<file path="src/wls_bank.sv">
// One height store with a write port and a registered read port.
module wls_bank #(
   parameter int DEPTH = 256,
   parameter int ADDR_W = 8
) (
   input  logic                     clock,
   input  logic                     we,
   input  logic [ADDR_W-1:0]        waddr,
   input  logic signed [15:0]       wdata,
   input  logic [ADDR_W-1:0]        raddr,
   output logic signed [15:0]       rdata
);

   logic signed [15:0] store_ff [DEPTH];
   logic signed [15:0] rdata_ff;

   always_ff @(posedge clock) begin
      if (we) begin
         store_ff[waddr] <= wdata;
      end
      rdata_ff <= store_ff[raddr];
   end

   assign rdata = rdata_ff;

endmodule

</file>
<file path="config.mk">
export PLATFORM = sky130hd
export DESIGN_NAME = wls_bank
export DESIGN_NICKNAME = d
export VERILOG_FILES = /design/src/wls_bank.sv
export SDC_FILE = /design/constraint.sdc
export NUM_CORES = 2
export LEC_CHECK = 0
export BUFFER_PORTS_ARGS = -buffer_cell sky130_fd_sc_hd__buf_2
export CORE_MARGIN = 3
export CORE_UTILIZATION = 35
export DETAILED_ROUTE_END_ITERATION = 7
export HOLD_SLACK_MARGIN = 0.1
export PLACE_DENSITY = 0.47
export REMOVE_ABC_BUFFERS = 1
export SLEW_MARGIN = 20
export SYNTH_ARGS = -nofsm -noshare
export SYNTH_HDL_FRONTEND = slang
export SYNTH_SLANG_ARGS = --single-unit
export TNS_END_PERCENT = 30
</file>
<file path="constraint.sdc">
create_clock -name clock -period 3.3 [get_ports clock]
set_input_delay 0.33 -clock clock [delete_from_list [all_inputs] [get_ports clock]]
set_output_delay 0.33 -clock clock [all_outputs]
set_load 0.05 [all_outputs]
</file>
==> impl_metrics.ini <==
[status]
run_status = finished clean

[synth]
list_of_most_frequent_post_synthesis_cells = edfxtp_1 (4096), mux4_2 (797), mux2i_1 (565)
warning_count_from_the_yosys_run = 0
yosysSeqAreaShare_pct = 77.7
syn_avg_cell_area_sq_um = 21.6
yosysUniqueCellTypes = 52
synthesis.instances = 7360
fraction_of_registers_with_async_set_reset_pct = 0
synthDominantCellAreaShare_pct = 77.5
yosysTopAreaCell = edfxtp_1
netlist_area_sq_mm = 0.159
synth-edff-count = 4096
netlist_top_cells_area = edfxtp_1 (77%), mux4_2 (11%), mux2i_1 (3.6%), o221ai_1 (1.4%), nor2_1 (0.72%)
post-synth-top-count-cell = edfxtp_1
synth-main-ff-cell = edfxtp_1
postSynthRegisterBits = 4112

[grt]
first_global_vias = 80700
grt_max_degree = 112
grt-ovfl-total = 0
antenna_found_initial = 40
gr-usage-all-layers_pct = 20.3
first_pass_grt_wire_length_um = 661000

[setup_path]
timing.critical_path.required_ns = 4.17
setup.worst_path.class = in -> reg
critical_path.startpoint_type = input port
crit_slowest_cell = o21ai_0
cp-end-kind = flop
path_cells = buf_12 -> buf_12 -> buf_12 -> buf_12 -> buf_12 -> buf_4 -> mux2i_1 -> o221ai_1 -> o22ai_1 -> o21ai_0 -> nand4_1 -> nor4_1
critical-path-max-stage-delay_ns = 0.89
critical_path.most_common_cell = buf_12
crit_arrival_ns = 4.00
timing.critical_path.fanout_max = 27

[routing]
routed_wirelength_um = 477000
wire_per_inst_um = 32.6
num_vias = 79800
drc_errors = 0
detail_route.iter0.violations = 8359
tritonroute_pass_1_iters = 5
via_per_inst = 5.46
drtAntennaViolNets = 0

[clocking]
clk_root_buffer_cell = clkbuf_16
cts.htree.levels = 5
tritoncts = done
clockBufferDepth = 4
cts_made_buffers = 437
worst_skew_pair.late_latency_ns = 1.02
cts_sinks = 4112
clk_pin_slew_ns = 0.06

[timing]
relSlewSlack_pct = 24.0
total_neg_setup_slack_ns = 0
clock_skew_ns = 0.0650
fin_worst_hold_slack_ns = 0.212
slew_viol_final = 0
final-hold-violation-count = 0
finalSetupViolations = 0
rsz0062_at_grt = no
layout_setup_ws_ns = 0.165
timing.final.crit_share_pct = 95.0
fmax_mhz = 319
timing_worst_slew_pin_value_ns = 1.13
timing.final.crit_period_ns = 3.13

[floorplanning]
coreArea_sq_mm = 0.450
initial_core_util_pct = 35.2
dieHeight_um = 679
num_io_pins = 50
row_count = 246
fp.dieW_um = 679
die-area_sq_mm = 0.462

[layout]
finish.net_count = 8318
finish.cell_count_without_fillers = 14600
final_layout_size_suffix_gt1_share_pct = 29.9
layout.filler_cells = 39300
syn2layout_area_growth_pct = 17.7

[pwr]
p_per_area_mw_per_mm2 = 595
totalPowerFinal_mw = 111
power.leakage_nw = 59.5
ir_drop_mv = 0.494

[place]
routabilityCongestion = 0.841
post-place-cells = 13800
hpwlAfterDp_um = 297000
place_ws_ns = -0.989
port_buffers = 49

[flow_run]
maxCapViolCount = 0

[min_path]
worst_hold_check_path_type = in -> reg
-- flip-flops by register name (all words and copies together), names as in the netlist --
| name | cells |
|---|---|
| rdata | 16 |
| store_ff | 4096 |
-- logic make-up after synthesis --
group | share of synthesized area (%)
buffers and inverters | 1.69
AOI/OAI and AO/OA | 3.54
muxes | 15.5
DFF | 77.7
and+or+nand+nor | 1.57
-- stage by stage --
stage	utilization (%)	instance area, sq um
6_report	41.5	187000
5_1_grt	41.5	187000
4_1_cts	41.5	187000
3_5_place_dp	38.4	173000
3_3_place_gp	38.4	173000
2_1_floorplan	-	156000
-- report_power, final --
part | leakage (nW) | internal, mW | switching (mW) | total (mW)
Combinational | 15.9 | 2.26 | 4.05 | 6.31
Sequential | 36.9 | 57.6 | 0.126 | 57.7
Clock | 6.67 | 26.7 | 20.5 | 47.2
-- path summary, 6_finish.rpt --
path	start	to	slack, ns	depth (start not counted)
max	raddr[0]	rdata[11]	0.17	12
min	waddr[7]	store_ff[43][2]	0.21	5
max reg2reg	store_ff[131][11]	rdata[11]	0.18	8
min reg2reg	store_ff[194][9]	rdata[9]	1.01	6
-- repair_timing --
item | CTS | global route
hold buffers | 22 | 0
resized for setup | 0 | 1
buffers inserted | 0 | 0
endpoints found under the hold margin | 1948 | 0
setup endpoints to repair | 0 | 1
-- per-layer routing --
layer / vias up / share of wire, % / wire length (um) / global-route usage [%]
met5: - / 0.0027 / 13 / 0
met4: 2 / 2.6 / 12200 / 5.18
met3: 555 / 5.5 / 26300 / 2.58
met2: 2573 / 49 / 233000 / 33.6
met1: 43400 / 43 / 205000 / 28.4
li1: 33200 / - / - / -
-- cell type report --
type	instances	area (sq um)	share of cell area (%)
Inverter	4	27.5	0.0147
Antenna cell	12	30.0	0.0161
Timing Repair Buffer	937	8960	4.80
Tap cell	5952	7450	3.99
Multi-Input combinational cell	2792	33200	17.8
Sequential cell	4112	123000	66.0
Clock inverter	278	2370	1.27
Clock buffer	531	11400	6.08
-- placed cells by master, fill, tap and decap left out, types with 18 or more instances in the layout --
master,netlist,routed
buf_12,5,144
a22o_1,32,32
buf_4,26,724
a22oi_1,43,42
nand3_1,35,26
nor2_1,304,147
o22ai_1,148,148
clkinv_2,0,80
dlygate4sd3_1,0,22
clkinv_1,0,126
nand2_1,38,37
a211oi_1,18,18
clkbuf_16,0,440
o221ai_1,252,252
a21oi_1,175,175
nor2_2,0,156
nor3_1,92,90
buf_2,76,28
bufinv_16,0,28
nand4_1,26,26
a221oi_1,28,28
edfxtp_1,4096,4096
clkbuf_1,230,90
mux2i_1,565,565
mux4_2,797,797
mux2_2,88,88
o21ai_0,37,36
-- worst max-delay path, delay by kind of cell --
kind | cells | cell delay (ns)
AOI/OAI and AO/OA | 3 | 1.30
and+or+nand+nor | 2 | 0.60
buffers and inverters | 6 | 1.48
muxes | 1 | 0.14
Note: power is estimated with default switching activity, not from simulation.
