[src/wls_pkg.sv]
// Types, constants and the sine table function of the wave line step unit.
package wls_pkg;

   localparam int POINTS_PER_TILE = 8;
   localparam int EDGE_MARGIN = 2;
   localparam int FADE_SHIFT = $clog2(POINTS_PER_TILE);
   localparam int FACTOR_W = $clog2(POINTS_PER_TILE + 1);
   localparam int PHASE_STEP = 174;
   localparam int DIV3_RECIP = 21846;
   localparam int MUL_A_W = 20;
   localparam int MUL_B_W = 18;
   localparam int PROD_W = MUL_A_W + MUL_B_W;
   localparam int H_W = 22;
   localparam logic [31:0] HEIGHT_LIMITS_RESET = 32'h7FFF8000;

   typedef enum logic [1:0] {
      OP_RUN = 2'd0,
      OP_SET = 2'd1,
      OP_GET = 2'd2
   } opcode_type;

   typedef enum logic [2:0] {
      REG_GAINS       = 3'd0,
      REG_LIMITS      = 3'd1,
      REG_WAVE_LEFT1  = 3'd2,
      REG_WAVE_LEFT2  = 3'd3,
      REG_WAVE_STILL1 = 3'd4,
      REG_WAVE_STILL2 = 3'd5,
      REG_WAVE_RIGHT1 = 3'd6,
      REG_WAVE_RIGHT2 = 3'd7
   } reg_index_type;

   typedef enum logic [4:0] {
      ST_CLEAR, ST_IDLE,
      ST_G0, ST_G1, ST_G2, ST_G3, ST_G4, ST_G5, ST_G6,
      ST_STEP, ST_STEND, ST_W0, ST_W1, ST_W2,
      ST_RD, ST_VEL, ST_ADDG, ST_MULK, ST_KR,
      ST_PH, ST_OFF, ST_ANG, ST_IDX, ST_SIN, ST_AMP, ST_ADDW,
      ST_CLAMP, ST_FH, ST_FP, ST_FW, ST_WR
   } state_type;

   // Quarter-wave polynomial sine of an angle in turns, signed Q1.14.
   function automatic logic signed [15:0] sine_of_turns(input logic [15:0] u);
      logic [31:0] x;
      logic [31:0] x2;
      logic [31:0] t;
      logic [31:0] s;
      x = {18'd0, u[13:0]};
      if (u[14]) begin
         x = 32'd16384 - x;
      end
      x2 = (x * x) >> 14;
      t = (32'd1231 * x2) >> 14;
      t = 32'd10583 - t;
      t = (t * x2) >> 14;
      t = 32'd25736 - t;
      s = (x * t) >> 14;
      if (s > 32'd16384) begin
         s = 32'd16384;
      end
      return u[15] ? -signed'(16'(s)) : signed'(16'(s));
   endfunction

endpackage

[src/wls_mul.sv]
// Shared signed multiplier with a registered product.
module wls_mul (
   input  logic                                  clock,
   input  logic signed [wls_pkg::MUL_A_W-1:0]    a,
   input  logic signed [wls_pkg::MUL_B_W-1:0]    b,
   output logic signed [wls_pkg::PROD_W-1:0]     prod
);

   logic signed [wls_pkg::PROD_W-1:0] prod_ff;

   always_ff @(posedge clock) begin
      prod_ff <= wls_pkg::PROD_W'(a) * wls_pkg::PROD_W'(b);
   end

   assign prod = prod_ff;

endmodule

[config.mk]
export PLATFORM = sky130hd
export DESIGN_NAME = wls_mul
export DESIGN_NICKNAME = d
export VERILOG_FILES = /design/src/wls_pkg.sv /design/src/wls_mul.sv
export SDC_FILE = /design/constraint.sdc
export NUM_CORES = 1
export LEC_CHECK = 0
export ABC_AREA = 1
export BUFFER_PORTS_ARGS = -buffer_cell sky130_fd_sc_hd__buf_2
export CAP_MARGIN = 20
export CELL_PAD_IN_SITES_DETAIL_PLACEMENT = 2
export CELL_PAD_IN_SITES_GLOBAL_PLACEMENT = 2
export CORE_ASPECT_RATIO = 0.6
export CORE_MARGIN = 2
export CORE_UTILIZATION = 42
export CTS_CLUSTER_DIAMETER = 60
export CTS_CLUSTER_SIZE = 24
export DETAILED_ROUTE_END_ITERATION = 10
export PLACE_DENSITY = 0.88
export SLEW_MARGIN = 20
export SYNTH_ARGS = -nofsm -noshare
export SYNTH_HDL_FRONTEND = slang
export SYNTH_SLANG_ARGS = --single-unit
[constraint.sdc]
create_clock -name clock -period 14.3 [get_ports clock]
set_clock_uncertainty 0.15 [all_clocks]
set_input_delay 2.145 -clock clock [delete_from_list [all_inputs] [get_ports clock]]
set_output_delay 2.145 -clock clock [all_outputs]
set_load 0.01 [all_outputs]
==> results by group, run 1 <==
Floorplanning
  • DIE AREA: 37,800 µm²
  • Row Count: 53
  • Placeable core region: 35,300 µm²
  • IO Count: 77
  • Die H: 151 µm
  • Initial Utilization: 0.430
  • Die X: 250 µm

Worst setup path
  • Critical path's slowest cell: fa_1
  • Crit. End Element: register
  • Crit-path max FO: 20
  • CP arrival: 8.60 ns
  • Crit-path cells: buf_2 > nand2_1 > inv_1 > fa_1 > fa_1 > fa_1 > fa_1 > fa_1 > fa_1 > ha_1 > nand2_1 > nor2_1 > nand2_1 > nor3_1 > nand2_1 > nand3_1 > nand2_1 > nand2_1
  • Worst setup path endpoint: prod[31]
  • Critical Path Stages: 18
  • Crit path launch type: input port
  • Worst EP required: 14.37 ns
  • Worst setup path start: b[3]
  • CP Buf/Inv Count: 2
  • Top Family by Delay on Critical Path: adder cells
  • CP peak stage delay: 1.02 ns
  • WS Path Type: input port to register

Final layout
  • Fill cells: 4,112
  • Register area: 761 µm²
  • Post-route cell area: 16,000 µm²
  • Multi-input logic area: 11,600 µm²
  • Area Overhead vs Synth: 5.53%
  • Largest register FFs: 38
  • Nets: 2,513
  • Share of cells above drive strength 1: 0.0555

Logic synthesis
  • Post-synth top cells: inv_1, nand2_1, fa_1
  • EDFF count, synth: 0
  • Synth top area share: 0.476
  • Leading post-synthesis cells by cell area: fa_1, inv_1, nand2_1, ha_1, dfxtp_1
  • Mapped Cells: 2,009
  • Syn_nets: 2,506
  • Predominant post-synthesis flop cell: dfxtp_1
  • Ys Warns: 0
  • Ys async rst share: 0
  • Sequential share of the synthesized area: 0.0501
  • Mapped cell area: 15,200 µm²
  • Top-count cell post-synth: inv_1
  • Synth Register Bits: 38
  • Synth area leader: fa_1
  • Synth unique cells: 27
  • Mean Syn Cell Area: 7.57 µm²

Clock tree
  • Clk slew on worst S/H paths: 0.07 ns
  • H-tree Lvls: 2
  • Root buf cell: clkbuf_16
  • Clock tree buffer depth: 2
  • Sink Count: 38
  • CTS buffer count: 5
  • Setup Buffers After CTS: 0
  • Hold buffers post-CTS: 0
  • TritonCTS clock tree: yes
  • Post-CTS resize count: 0

Worst hold path
  • Worst hold path type: input port to register

GRT
  • Vias in the first global route: 15,776
  • GRT Util Overall: 0.336
  • Total gr overflow: 0
  • First-pass GRT wire length: 93,500 µm
  • Largest net degree at the start of global routing: 22
  • Initial antenna violation count: 3

Status
  • Status: complete, no violations

Place
  • Detailed Place HPWL: 51,300 µm
  • RePlAce Congestion: 0.902
  • I/O Buffers: 76
  • Post-DP Area: 15,900 µm²

Drt
  • 1st-iter DRT viols: 728
  • Vias per cell: 5.14
  • WL/cell: 24.7 µm
  • Final wirelength: 61,500 µm
  • Vias: 12,798
  • DRT Pass-1 Iters: 5
  • Final antenna-violating net count: 0
  • # DRC: 0

Timing
  • Worst-margin pin slew: 0.997 ns
  • Clock period minus worst slack: 8.53 ns
  • Rel. slew slack: 0.335
  • Fmax: 117 MHz
  • Setup TNS: 0 ns
  • Slew Viols, Final: 0
  • RSZ-0062 raised after global routing: no
  • Hold Violations, Final: 0
  • Final setup vio count: 0
  • Period utilization: 0.596

Flow run
  • Max-Cap Viols: 0
==> cell families after synthesis <==
| kind of cell | synth area share |
|---|---|
| xor+xnor | 0.0104 |
| simple gates | 0.186 |
| fa+ha+maj | 0.555 |
| buf+inv | 0.187 |
| compound gates | 0.0114 |
| flops | 0.0501 |
==> metrics by stage <==
step | hold WS (ns) | cells | util | setup slack, ns
2_1_floorplan | 2.30 | 2009 | - | 6.77
3_3_place_gp | 2.39 | 2476 | 0.449 | 6.05
3_5_place_dp | 2.39 | 2476 | 0.449 | 5.58
4_1_cts | 2.19 | 2484 | 0.454 | 5.90
5_1_grt | 2.24 | 2487 | 0.454 | 5.56
6_report | 2.21 | 2488 | 0.454 | 5.77
==> cell usage in the layout, fill, tap and decap left out <==
master	instances
dfxtp_1	38
buf_2	76
and2_1	2
nor2_2	4
diode_2	4
clkbuf_16	5
inv_1	678
nand2_2	14
nand3b_1	3
o21bai_1	6
nor3_2	3
xor2_1	15
nor2_4	1
xnor2_1	3
clkbuf_8	1
nor4_1	2
o21ai_0	2
a21o_1	1
inv_2	2
a21oi_1	22
nand2_1	569
fa_1	361
or2_2	4
nand3_1	34
ha_1	97
nor2_1	59
clkinv_2	1
nand4_1	6
clkinvlp_4	1
nand2b_1	2
nor3_1	5
==> routing by layer <==
layer | GRT usage | vias to the layer above | wire, µm | part of all wire
li1 | - | 5502 | - | -
met1 | 0.409 | 6795 | 25100 | 0.41
met2 | 0.630 | 388 | 31700 | 0.52
met3 | 0.0399 | 113 | 2900 | 0.047
met4 | 0.101 | 0 | 1760 | 0.029
met5 | 0 | - | 0 | 0
==> tightest hold or removal path, stage by stage <==
cell and delay [ns]:
buf_2 0.27, nand2_1 0.12, inv_1 0.06
==> worst min path at each step <==
stage              from       end  slack, ns  depth (start not counted)
3_3_place_gp   prod[12]  prod[12]       2.39                          1
4_1_cts            b[0]   prod[0]       2.19                          3
2_1_floorplan   prod[0]   prod[0]       2.30                          0
3_5_place_dp   prod[11]  prod[11]       2.39                          1
5_1_grt            b[0]   prod[0]       2.24                          3
6_report           b[0]   prod[0]       2.21                          3
==> layout make-up <==
cell class	count	area share
Multi-Input combinational cell	1215	0.723
Inverter	680	0.159
Sequential cell	38	0.0474
Tap cell	467	0.0364
Timing Repair Buffer	76	0.0237
Clock buffer	6	0.00866
Clock inverter	2	0.000780
Antenna cell	4	0.000624
Power of run 1 is not shown: default switching activity piles up to over one toggle a cycle in this logic, so the estimate is an artifact.
==> run 2, diff against run 1 <==
--- a/config.mk
+++ b/config.mk
@@ -5,18 +5,18 @@
 export SDC_FILE = /design/constraint.sdc
 export NUM_CORES = 1
 export LEC_CHECK = 0
-export ABC_AREA = 1
+export ABC_AREA = 0
 export BUFFER_PORTS_ARGS = -buffer_cell sky130_fd_sc_hd__buf_2
 export CAP_MARGIN = 20
 export CELL_PAD_IN_SITES_DETAIL_PLACEMENT = 2
 export CELL_PAD_IN_SITES_GLOBAL_PLACEMENT = 2
 export CORE_ASPECT_RATIO = 0.6
 export CORE_MARGIN = 2
-export CORE_UTILIZATION = 42
+export CORE_UTILIZATION = 37
 export CTS_CLUSTER_DIAMETER = 60
 export CTS_CLUSTER_SIZE = 24
 export DETAILED_ROUTE_END_ITERATION = 10
-export PLACE_DENSITY = 0.88
+export PLACE_DENSITY = 0.77
 export SLEW_MARGIN = 20
 export SYNTH_ARGS = -nofsm -noshare
 export SYNTH_HDL_FRONTEND = slang
==> constraint.sdc (replaced) <==
create_clock -name clock -period 7.8 [get_ports clock]
set_clock_uncertainty 0.15 [all_clocks]
set_input_delay 1.17 -clock clock [delete_from_list [all_inputs] [get_ports clock]]
set_output_delay 1.17 -clock clock [all_outputs]
set_load 0.01 [all_outputs]
==> run 2 against run 1 <==
Net effect:
- sequential share of layout area grew 0.23 points
- area after synthesis fell by 8.0%
- design area shrank 4.7%
- sequential cell count stayed put
- die area is 4.3% higher
- final cell count decreased by 16%
- worst hold slack got worse by 1.0 ns
- via count decreased by 19%
- critical path depth increased by 3
- synthesized cell count fell by 25%
- global-route usage decreased by 7.3 points
- largest cell class unchanged
==> results by group, run 2 <==
Logic synthesis
  • Predominant post-synthesis flop cell: dfxtp_1
  • Top-count cell post-synth: inv_1
  • Syn_nets: 2,003
  • Sequential share of the synthesized area: 0.0544
  • Synth Register Bits: 38
  • Leading post-synthesis cells by cell area: fa_1, inv_1, ha_1, and2_1, dfxtp_1
  • Synth top area share: 0.517
  • Synth area leader: fa_1
  • Mapped Cells: 1,506
  • Ys async rst share: 0
  • Mean Syn Cell Area: 9.28 µm²
  • EDFF count, synth: 0
  • Mapped cell area: 14,000 µm²
  • Post-synth top cells: inv_1, fa_1, nand2_1
  • Ys Warns: 0
  • Synth unique cells: 46

Floorplanning
  • DIE AREA: 39,400 µm²
  • Die X: 255 µm
  • Die H: 155 µm
  • IO Count: 77
  • Row Count: 55
  • Placeable core region: 37,400 µm²
  • Initial Utilization: 0.373

Clock tree
  • Clock tree buffer depth: 2
  • Clk slew on worst S/H paths: 0.08 ns
  • TritonCTS clock tree: yes
  • CTS buffer count: 5
  • H-tree Lvls: 2
  • Root buf cell: clkbuf_16
  • Sink Count: 38
  • Setup Buffers After CTS: 0

Timing
  • Clock period minus worst slack: 7.57 ns
  • Rel. slew slack: 0.503
  • Worst-margin pin slew: 0.740 ns
  • Final setup vio count: 0
  • Slew Viols, Final: 0
  • Hold Violations, Final: 0
  • RSZ-0062 raised after global routing: no
  • Fmax: 132 MHz
  • Period utilization: 0.970

Drt
  • Wl on met1: 23,200 µm
  • Max Used Layer: met4
  • # DRC: 0
  • Final wirelength: 47,900 µm
  • Met2 WL post-DR: 21,100 µm
  • 1st-iter DRT viols: 542
  • Final antenna-violating net count: 0
  • DRT Pass-1 Iters: 5
  • Vias: 10,307
  • Met3 wire length: 3400 µm
  • WL/cell: 22.9 µm
  • Vias per cell: 4.92

Worst setup path
  • Crit path launch type: input port
  • CP arrival: 7.62 ns
  • Crit-path max FO: 13
  • Worst EP required: 7.86 ns
  • Critical path's slowest cell: fa_1
  • Most frequent CP cell: fa_1
  • WS Path Type: input port to register
  • Crit-path cells: buf_2 > nand2_1 > inv_1 > fa_1 > fa_1 > inv_1 > fa_1 > inv_1 > fa_1 > fa_1 > inv_1 > fa_1 > inv_1 > ha_1 > and2_1 > and3_1 > a221oi_1 > o31ai_1 > a41o_1 > a211oi_2 > xnor2_1
  • CP peak stage delay: 0.59 ns
  • Crit. End Element: register

Place
  • RePlAce Congestion: 0.866
  • Detailed Place HPWL: 42,000 µm
  • Placed cells: 2,083
  • I/O Buffers: 76
  • Post-DP Area: 15,100 µm²

Final layout
  • Area Overhead vs Synth: 9.36%
  • Most common cell after layout, fill and taps aside: inv_1
  • Largest register FFs: 38
  • Nets: 2,074
  • Share of cells above drive strength 1: 0.0856
  • Post-route cell area: 15,300 µm²
  • Most frequent cells in the layout: inv_1, fa_1, nand2_1
  • Non-filler instance count after layout: 2,094

GRT
  • First-pass GRT wire length: 76,700 µm
  • Vias in the first global route: 12,343
  • GRT Util Overall: 0.263
  • Initial antenna violation count: 2
  • Total gr overflow: 0
  • Largest net degree at the start of global routing: 21

Worst hold path
  • Worst hold path type: input port to register

Flow run
  • Max-Cap Viols: 0

Status
  • Status: complete, no violations
run 2: layout make-up:
cell class,instances,area (µm²)
fill,4154,22200
multi-input combinational,1005,11500
sequential,38,761
tap,513,642
inverter,406,1520
clock inverter,2,12.5
antenna,3,7.51
timing repair buffer,121,723
clock buffer,6,139
run 2: cells by family (layout without fill, tap and decap cells):
kind of cell / count (synthesis) / in the layout / synth area share
adder cells (fa/ha/maj): 458 / 458 / 0.604
AO/OA/AOI/OAI: 95 / 95 / 0.0447
buffers and inverters: 463 / 535 / 0.125
other: 0 / 3 / 0
AND/OR/NAND/NOR: 412 / 412 / 0.147
XOR/XNOR: 40 / 40 / 0.0251
flip-flops: 38 / 38 / 0.0544
run 2: worst paths after layout:
kind | from | to | slack (ns) | cells past startpoint
hold / removal | a[0] | prod[0] | 1.19 | 3
setup / recovery | a[19] | prod[37] | 0.23 | 21
run 2: stage by stage:
stage / hold WS, ns / TNS, ns / setup slack, ns / util
global placement: 1.41 / -0.0287 / -0.0287 / 0.404
global route: 1.20 / 0 / 0.0168 / 0.408
detailed placement: 1.42 / -0.263 / -0.261 / 0.404
CTS: 1.17 / 0 / 0.0146 / 0.408
finish: 1.19 / 0 / 0.231 / 0.408
floorplan: 1.15 / 0 / 0.750 / -
run 2: what timing repair did:
| action | in CTS | in global routing |
|---|---|---|
| endpoints found under the hold margin | 0 | 0 |
| endpoints found under the setup margin | 0 | 2 |
| gates resized for setup | 0 | 3 |
| hold buffers | 0 | 0 |
run 2: per-layer routing:
metal	up-vias	GRT usage
met4	0	0.0287
met3	23	0.0631
met1	5568	0.397
met5	-	0
li1	4472	-
met2	244	0.395
run 2: worst max-delay path, delay by kind of cell:
| family | cells | cell delay (ns) |
|---|---|---|
| and+or+nand+nor | 3 | 0.62 |
| adders and majority gates | 7 | 3.53 |
| buffers and inverters | 6 | 0.74 |
| AOI/OAI and AO/OA | 4 | 1.40 |
| xor gates and xnor gates | 1 | 0.12 |
Power of run 2 is left out for the same reason.
==> run 3, diff against run 2 <==
--- a/config.mk
+++ b/config.mk
@@ -12,11 +12,12 @@
 export CELL_PAD_IN_SITES_GLOBAL_PLACEMENT = 2
 export CORE_ASPECT_RATIO = 0.6
 export CORE_MARGIN = 2
-export CORE_UTILIZATION = 37
+export CORE_UTILIZATION = 45
 export CTS_CLUSTER_DIAMETER = 60
 export CTS_CLUSTER_SIZE = 24
 export DETAILED_ROUTE_END_ITERATION = 10
-export PLACE_DENSITY = 0.77
+export PLACE_DENSITY_LB_ADDON = 0.1
+export REMOVE_ABC_BUFFERS = 1
 export SLEW_MARGIN = 20
 export SYNTH_ARGS = -nofsm -noshare
 export SYNTH_HDL_FRONTEND = slang
==> constraint.sdc (replaced) <==
create_clock -name clock -period 9.7 [get_ports clock]
set_clock_uncertainty 0.15 [all_clocks]
set_input_delay 1.455 -clock clock [delete_from_list [all_inputs] [get_ports clock]]
set_output_delay 1.455 -clock clock [all_outputs]
set_load 0.01 [all_outputs]
==> run 3 against run 2 <==
Net effect:
- non-clock buffer count fell by 45
- first-iteration DRC count rose by 19%
- sequential share of layout area rose by 0.15 points
- global-route usage rose by 8.8 points
==> results by group, run 3 (synthesis gave the netlist of run 2 again) <==
Status
  • Status: complete, no violations

GRT
  • GRT busiest layer: met2
  • Total gr overflow: 0
  • Met1 usage: 0.489
  • M2 GR Usage: 0.522
  • Largest net degree at the start of global routing: 21
  • GRT Util Overall: 0.351
  • M3 GR Usage: 0.147
  • First-pass GRT wire length: 82,000 µm
  • Vias in the first global route: 12,548
  • Initial antenna violation count: 0

Final layout
  • Nets: 2,029
  • Largest register FFs: 38
  • ANT cells: 0
  • Fill cells: 3,253
  • Area Overhead vs Synth: 6.20%
  • Most common cell after layout, fill and taps aside: inv_1
  • Share of cells above drive strength 1: 0.0587
  • Most frequent cells in the layout: inv_1, fa_1, nand2_1

Clock tree
  • Hold buffers post-CTS: 0
  • Clk slew on worst S/H paths: 0.07 ns
  • H-tree Lvls: 2
  • CTS buffer count: 5
  • TritonCTS clock tree: yes
  • Setup Buffers After CTS: 0
  • Sink Count: 38
  • Clock tree buffer depth: 2
  • Root buf cell: clkbuf_16
  • Post-CTS resize count: 0

Worst setup path
  • Worst setup path start: b[0]
  • CP arrival: 8.29 ns
  • CP peak stage delay: 0.58 ns
  • WS Path Type: input port to register
  • Critical path's slowest cell: fa_1
  • Crit. End Element: register
  • Worst setup path endpoint: prod[36]
  • Crit path launch type: input port
  • Crit-path cells: buf_2 > nand2_1 > inv_1 > fa_1 > inv_1 > fa_1 > inv_1 > ha_1 > inv_1 > fa_1 > inv_1 > fa_1 > inv_1 > fa_1 > inv_1 > ha_1 > a21oi_1 > nand2_1 > a31oi_1 > or3b_1 > o21ai_2 > a31oi_1 > or4_1 > nand4_1
  • Most frequent CP cell: inv_1
  • Crit-path max FO: 20
  • Worst EP required: 9.80 ns

Timing
  • Worst-margin pin slew: 0.880 ns
  • Slew Viols, Final: 0
  • Clock period minus worst slack: 8.19 ns
  • Setup TNS: 0 ns
  • Period utilization: 0.844
  • Fmax: 122 MHz
  • RSZ-0062 raised after global routing: no
  • Hold Violations, Final: 0
  • Rel. slew slack: 0.409
  • Final setup vio count: 0

Drt
  • WL/cell: 27.4 µm
  • Final wirelength: 53,200 µm
  • DRT Pass-1 Iters: 4
  • Vias per cell: 5.41
  • Final antenna-violating net count: 0
  • 1st-iter DRT viols: 647
  • Vias: 10,510
  • # DRC: 0

Floorplanning
  • Initial Utilization: 0.462
  • IO Count: 77
  • Die H: 141 µm
  • Row Count: 49
  • DIE AREA: 32,500 µm²
  • Placeable core region: 30,200 µm²
  • Die X: 232 µm

Worst hold path
  • Hold depth: 2
  • Worst hold path type: input port to register

Place
  • RePlAce Congestion: 0.862
  • I/O Buffers: 76
  • Detailed Place HPWL: 43,700 µm

Flow run
  • Max-Cap Viols: 0
==> run 3: critical path, delay by kind of cell <==
kind                     cells  cell delay [ns]
AO/OA/AOI/OAI                4             0.87
AND/OR/NAND/NOR              5             1.21
adder cells (fa/ha/maj)      7             3.39
buffers and inverters        8             1.37
==> run 3: how the worst min path moves through the flow <==
stage / startpoint / endpoint / slack (ns)
after floorplan: b[0] / prod[0] / 1.43
final: b[0] / prod[0] / 1.48
after global placement: prod[9] / prod[9] / 1.70
after detailed placement: prod[9] / prod[9] / 1.70
after CTS: b[0] / prod[0] / 1.46
after global routing: a[0] / prod[0] / 1.50
==> run 3: area by class of cell <==
cell class                      instances  area [µm²]  share of cell area
Sequential cell                        38         761              0.0513
Inverter                              406        1520               0.103
Multi-Input combinational cell       1005       11500               0.773
Clock inverter                          3        68.8             0.00464
Tap cell                              408         510              0.0344
Clock buffer                            5         125             0.00843
Timing Repair Buffer                   76         380              0.0256
==> run 3: metal layers <==
metal / share of wire / up-vias
met4: 0.011 / 2
met1: 0.44 / 5649
met2: 0.43 / 430
met5: 0.00092 / -
met3: 0.12 / 47
li1: - / 4382
==> run 3: metrics by stage <==
step / setup slack, ns / utilization / hold slack [ns] / cells / cell area [µm²]
2_1_floorplan: 2.57 / - / 1.43 / 1449 / 13800
3_3_place_gp: 1.42 / 0.485 / 1.70 / 1933 / 14600
3_5_place_dp: 1.31 / 0.485 / 1.70 / 1933 / 14600
4_1_cts: 1.57 / 0.491 / 1.46 / 1941 / 14800
5_1_grt: 1.12 / 0.491 / 1.50 / 1941 / 14800
6_report: 1.51 / 0.491 / 1.48 / 1941 / 14800
Power of run 3 is left out for the same reason.
